===== src/rtl/core/sdpu_pkg.sv =====
// shared types and constants for the segment descriptor protection unit
// request/response structs, descriptor layout, op codes and attribute bit positions
// no dependencies
package sdpu_pkg;

    localparam int IDX_W   = 8;
    localparam int LIMIT_W = 20;
    localparam int ATTR_W  = 9;
    localparam int DATA_W  = 32;

    localparam logic [3:0] OP_WR_LIMIT = 4'd0;
    localparam logic [3:0] OP_WR_BASE  = 4'd1;
    localparam logic [3:0] OP_WR_ATTR  = 4'd2;
    localparam logic [3:0] OP_ACCESS   = 4'd3;
    localparam logic [3:0] OP_READ     = 4'd4;
    localparam logic [3:0] OP_WRITE    = 4'd5;
    localparam logic [3:0] OP_EXECUTE  = 4'd6;
    localparam logic [3:0] OP_TO_FLAT  = 4'd7;
    localparam logic [3:0] OP_FROM_FLAT = 4'd8;

    localparam int ATTR_RW      = 1;
    localparam int ATTR_CONF    = 2;
    localparam int ATTR_CODE    = 3;
    localparam int ATTR_DPL_LO  = 4;
    localparam int ATTR_PRESENT = 6;
    localparam int ATTR_GRAN    = 8;

    localparam logic [DATA_W-1:0] BYTE_LIMIT_MAX = 32'h000F_FFFF;
    localparam logic [11:0]       PAGE_FILL      = 12'hFFF;

    typedef struct packed {
        logic [3:0]        op;
        logic [IDX_W-1:0]  index;
        logic [IDX_W-1:0]  current_index;
        logic [DATA_W-1:0] value;
        logic              use_offset;
        logic [ATTR_W-1:0] attributes;
    } t_req;

    typedef struct packed {
        logic              allowed;
        logic [DATA_W-1:0] value_out;
    } t_rsp;

    typedef struct packed {
        logic [ATTR_W-1:0]  attr;
        logic [DATA_W-1:0]  base;
        logic [LIMIT_W-1:0] limit;
    } t_desc;

    typedef struct packed {
        logic  wr_en;
        t_desc desc;
    } t_upd;

endpackage


===== src/rtl/core/sdpu_eval.sv =====
// per-request evaluation: protection checks, translation and descriptor update
// depends on sdpu_pkg
module sdpu_eval (
    input  sdpu_pkg::t_req               i_req,
    input  sdpu_pkg::t_desc              i_desc,
    input  logic [sdpu_pkg::ATTR_W-1:0]  i_cur_attr,
    input  logic                         i_idx_ok,
    output sdpu_pkg::t_rsp               o_rsp,
    output sdpu_pkg::t_upd               o_upd
);
    import sdpu_pkg::*;

    logic                gran_set;
    logic [LIMIT_W-1:0]  new_limit;
    logic [DATA_W-1:0]   byte_limit;
    logic [1:0]          cpl;
    logic [1:0]          dpl;
    logic                is_code;
    logic                is_rw;
    logic                base_ok;
    logic                type_ok;

    assign gran_set  = i_req.value > BYTE_LIMIT_MAX;
    assign new_limit = gran_set ? i_req.value[DATA_W-1:12] : i_req.value[LIMIT_W-1:0];

    assign byte_limit = i_desc.attr[ATTR_GRAN] ? {i_desc.limit, PAGE_FILL}
                                               : {12'b0, i_desc.limit};

    assign cpl     = i_cur_attr[ATTR_DPL_LO+1:ATTR_DPL_LO];
    assign dpl     = i_desc.attr[ATTR_DPL_LO+1:ATTR_DPL_LO];
    assign is_code = i_desc.attr[ATTR_CODE];
    assign is_rw   = i_desc.attr[ATTR_RW];

    // limit, present and privilege rules
    assign base_ok = !(i_req.use_offset && (byte_limit < i_req.value))
                     && i_desc.attr[ATTR_PRESENT]
                     && !(is_code && !i_desc.attr[ATTR_CONF] && (dpl != cpl))
                     && !(dpl < cpl);

    always_comb begin
        case (i_req.op)
            OP_READ:    type_ok = !(is_code && !is_rw);
            OP_WRITE:   type_ok = !is_code && is_rw;
            OP_EXECUTE: type_ok = is_code;
            default:    type_ok = 1'b1;
        endcase
    end

    always_comb begin
        o_rsp       = '0;
        o_upd.wr_en = 1'b0;
        o_upd.desc  = i_desc;
        case (i_req.op)
            OP_WR_LIMIT: begin
                o_upd.wr_en                = i_idx_ok;
                o_upd.desc.limit           = new_limit;
                o_upd.desc.attr[ATTR_GRAN] = gran_set;
                o_rsp.value_out            = {12'b0, new_limit};
            end
            OP_WR_BASE: begin
                o_upd.wr_en     = i_idx_ok;
                o_upd.desc.base = i_req.value;
            end
            OP_WR_ATTR: begin
                o_upd.wr_en     = i_idx_ok;
                o_upd.desc.attr = i_req.attributes;
            end
            OP_ACCESS, OP_READ, OP_WRITE, OP_EXECUTE: begin
                o_rsp.allowed   = base_ok && type_ok;
                o_rsp.value_out = byte_limit;
            end
            OP_TO_FLAT: begin
                o_rsp.value_out = i_req.value + i_desc.base;
            end
            OP_FROM_FLAT: begin
                o_rsp.value_out = i_req.value - i_desc.base;
            end
            default: begin
                o_rsp = '0;
            end
        endcase
    end

endmodule


===== config.mk =====
export PLATFORM = sky130hd
export DESIGN_NAME = sdpu_eval
export DESIGN_NICKNAME = d
export VERILOG_FILES = /design/src/rtl/core/sdpu_pkg.sv /design/src/rtl/core/sdpu_eval.sv
export SDC_FILE = /design/constraint.sdc
export NUM_CORES = 1
export LEC_CHECK = 0
export BUFFER_PORTS_ARGS = -buffer_cell sky130_fd_sc_hd__clkbuf_2
export CAP_MARGIN = 10
export CORE_MARGIN = 8
export CORE_UTILIZATION = 40
export DETAILED_ROUTE_END_ITERATION = 10
export PLACE_DENSITY = 0.71
export SLEW_MARGIN = 20
export SYNTH_ARGS = -nofsm -noshare
export SYNTH_HDL_FRONTEND = slang
export SYNTH_SLANG_ARGS = --single-unit

===== constraint.sdc =====
create_clock -name vclk -period 13.6
set_input_delay 2.72 -clock vclk [all_inputs]
set_output_delay 2.72 -clock vclk [all_outputs]
set_load 0.05 [all_outputs]

Word level (Yosys, flattened, before mapping)
Cells that the tools add are included.

Register bits after elaboration: 0. Word-level logic and storage cells: 43.

Add/sub/neg operators: 2. Magnitude comparators: 3. Eq/ne operators: 9. Mux-type cells: 10. Reductions and logical operators: 19.

Operators by type and width (number): one-hot mux 32 bit (4 select lines) (1); two-way mux 32 bit (2); two-way mux 20 bit (2); adder 32 bit (1); > comparator 32 x 20 -> 1 bit (second input constant) (1); less-than comparator 32 bit (1); subtractor 32 bit (1); == test 4 x 3 -> 1 bit (second input constant) (4); logical AND 1 bit (9); == test 4 x 2 -> 1 bit (second input constant) (2); two-way mux 8 bit (1); zero test 1 bit (7); == test 4 x 1 -> 1 bit (second input constant) (1); == test 4 bit (second input constant) (1); zero test 4 bit (1); OR reduction 4 bit (1); one-hot mux 1 bit (3 select lines) (1); OR reduction 3 bit (1); less-than comparator 2 bit (1); two-way mux 1 bit (2); inequality test 2 bit (1); one-hot mux 1 bit (2 select lines) (1).

Depth between registers and ports, before layout
Word-level depth: 9. Gate-level depth with buffers: 18.

Worst setup path before layout
OpenSTA, ideal clock, no wires.

Kind: input port to output port. From: input port i_req[59] (netlist name). To: output port o_rsp[26] (netlist name). Arrival: 6.858 ns. Required time: 10.880 ns. Slack: 4.022 ns. Cell stages on the path: 15. Path buffers: 3. Cells stage by stage: clkbuf_1 -> or4b_2 -> buf_4 -> clkbuf_1 -> nor2_1 -> a21oi_1 -> fa_1 -> a211oi_1 -> o21bai_1 -> o211ai_1 -> a31oi_1 -> o211a_1 -> a21oi_1 -> xnor2_1 -> o21ai_0.

RTL lines: from (decl) (RTL line sdpu_eval.sv:4) `input sdpu_pkg::t_req i_req,`; to (decl) (RTL line sdpu_eval.sv:8) `output sdpu_pkg::t_rsp o_rsp,`.

==> impl_metrics.env <==
export IMPL_status="complete, no violations"
export IMPL_startpoint_type="primary input"
export IMPL_hold_viol=0
export IMPL_multi_input_comb_area_um2=4500
export IMPL_antenna_left=0
export IMPL_cp_end_kind="output port"
export IMPL_crit_type="primary input to output port"
export IMPL_p_per_area_nw_per_um2=54.0
export IMPL_p_seq_share_pct=0
export IMPL_drt_pass1_iterations=5
export IMPL_cp_arrival_ns=7.12
export IMPL_p_clk_share_pct=0
export IMPL_io_buffers=205
export IMPL_postPlaceCellArea_um2=5930
export IMPL_layout_common_cells="clkbuf_2 (205), a21oi_1 (71), ha_1 (65)"
export IMPL_period_share_pct=72.4
export IMPL_synth_simple_area_share_pct=22.9
export IMPL_comb_power_share_pct=100.0
export IMPL_num_antenna_cells=0
export IMPL_drtIter0Drc=404
export IMPL_synth_area_leader_cell="ha_1"
export IMPL_syn_cell_area_um2=4800
export IMPL_post_cts_buffers=0
export IMPL_netlist_top_cells_area="ha_1 (17%), mux2_2 (10%), a21oi_1 (7.4%)"
export IMPL_ys_seq_area_share_pct=0
export IMPL_setup_viol=0
export IMPL_grt_max_degree=45
export IMPL_slew_violations=0
export IMPL_synth_top_family_by_area="compound AO/OA/AOI/OAI gates"
export IMPL_rsz0062_at_grt="no"
export IMPL_n_clock_buffer=0
export IMPL_ctsHoldBuffers=0
export IMPL_netlist_instances=691
export IMPL_max_slew_margin_pct=31.7
export IMPL_synth_warnings=0
export IMPL_p_sw_w=0.000213
export IMPL_muxShareOfSynthArea_pct=12.4
export IMPL_hp_class="primary input to output port"
export IMPL_synth_fa_ha_area_share_pct=17.6
export IMPL_tns_ns=0
export IMPL_ctsResizeCount=0
export IMPL_routedWlPerCell_um=18.3
export IMPL_critPathMaxFanout=19
export IMPL_max_vdd_ir_drop_uv=33.5
export IMPL_drc=0
export IMPL_cap_violations=0
export IMPL_viasPerCell=5.73
export IMPL_final_common_cell="clkbuf_2"
export IMPL_dp_hpwl_um=15600
export IMPL_required_ns=10.88
export IMPL_dieArea_um2=15800
export IMPL_netlist_cell_type_count=72
export IMPL_fillerInstances=1292
export IMPL_grt_ovfl_total=0
export IMPL_nets=1072
export IMPL_synth_top_area_share_pct=16.9
export IMPL_grt_total_usage_pct=22.3
export IMPL_place_congestion=0.947
export IMPL_grt_antenna_before_repair=0
export IMPL_grt_pass1_vias=5540
export IMPL_std_cell_rows=40
export IMPL_power_leakage_nw=3.09
export IMPL_die_h_um=126
export IMPL_synth_nets=890
export IMPL_syn_avg_cell_area_um2=6.95
export IMPL_seqCellArea_um2=0
export IMPL_area_growth_syn_to_layout_pct=23.6
export IMPL_core_area_um2=11900
export IMPL_switching_share_pct=66.5
export IMPL_design_area_um2=5930
export IMPL_p_int_w=0.000107
export IMPL_max_freq_ghz=0.102
export IMPL_io_pins=228
export IMPL_design_seq_count=0
export IMPL_wirelength_um=18600
export IMPL_timing_final_crit_period_ns=9.84
export IMPL_hold_depth=4
export IMPL_via_count=5832
export IMPL_drive_above_1_share_pct=32.1
export IMPL_die_w_um=126
export IMPL_synth_xor_area_share_pct=9.67
export IMPL_worst_pin_slew_ns=1.02
export IMPL_initial_utilization_pct=40.5
export IMPL_synth_compound_area_share_pct=31.1
export IMPL_grt_pass1_wl_um=29400
worst paths after layout:
kind	endpoint	start	slack (ns)
setup / recovery	o_rsp[29]	i_req[59]	3.76
hold / removal	o_upd[56]	i_req[4]	5.87
area by class of cell:
| type | instances | area share (%) |
|---|---|---|
| multi-input combinational | 613 | 75.9 |
| timing repair buffer | 211 | 18.0 |
| tap | 147 | 3.10 |
| inverter | 47 | 2.97 |
worst max-delay path, cell delays in order:
cell,delay (ns)
clkbuf_2,0.19
or4b_2,1.00
nand2_1,0.17
xor2_1,0.16
ha_1,0.31
a21oi_1,0.36
o211ai_1,0.15
a311oi_1,0.51
o21ai_1,0.27
a31o_2,0.34
a211oi_1,0.32
nor4b_1,0.09
a211o_1,0.29
clkbuf_2,0.24
cells in the mapped netlist, types with 3 or more instances:
library cell	n
a21oi_1	71
ha_1	65
o21ai_0	64
inv_1	47
nor2_1	47
mux2_2	43
nand2_1	43
a21o_1	40
clkbuf_1	28
xnor2_1	28
xor2_1	25
and2_1	19
mux2i_1	11
or2_2	11
nand2b_1	10
nand4_1	9
nor3_1	9
o211ai_1	8
o21a_1	8
nor2b_1	7
a211oi_1	6
and3_1	6
nor4_1	6
nand3_1	5
a221o_1	4
a31oi_1	4
nand3b_1	4
a211o_1	3
nand4b_1	3
o221ai_1	3
o31ai_1	3
o41ai_1	3
power by group through the flow:
| stage | clock (W) | sequential (W) | combinational (W) |
|---|---|---|---|
| finish | 0 | 0 | 0.000320 |
| global route | 0 | 0 | 0.000345 |
| detailed placement | 0 | 0 | 0.000317 |
| CTS | 0 | 0 | 0.000318 |
| floorplan | 0 | 0 | 0.000230 |
| global placement | 0 | 0 | 0.000315 |
metrics by stage:
step	utilization (%)	hold WS, ns	total power (W)	setup WS [ns]	cells
finish	50.0	5.87	0.000320	3.76	1018
floorplan	-	5.69	0.000230	4.02	691
detailed placement	50.0	5.87	0.000317	3.83	1018
global placement	50.0	5.87	0.000315	3.84	1018
global route	50.0	5.89	0.000345	3.55	1018
CTS	50.0	5.87	0.000318	3.81	1018
layer usage:
layer,wire length [um],part of all wire [%],GRT usage (%)
met1,8480,46,29.4
met2,8480,46,38.3
met3,1460,7.9,3.53
met4,167,0.90,2.36
met5,0,0,0
logic make-up (layout without fill, tap and decap cells):
kind of cell / count (synthesis) / in the layout
and+or+nand+nor: 201 / 201
muxes: 54 / 54
xor gates and xnor gates: 53 / 53
buffers and inverters: 78 / 258
adders and majority gates: 67 / 67
AOI/OAI and AO/OA: 238 / 238
Note: power is estimated with default switching activity, not from simulation.
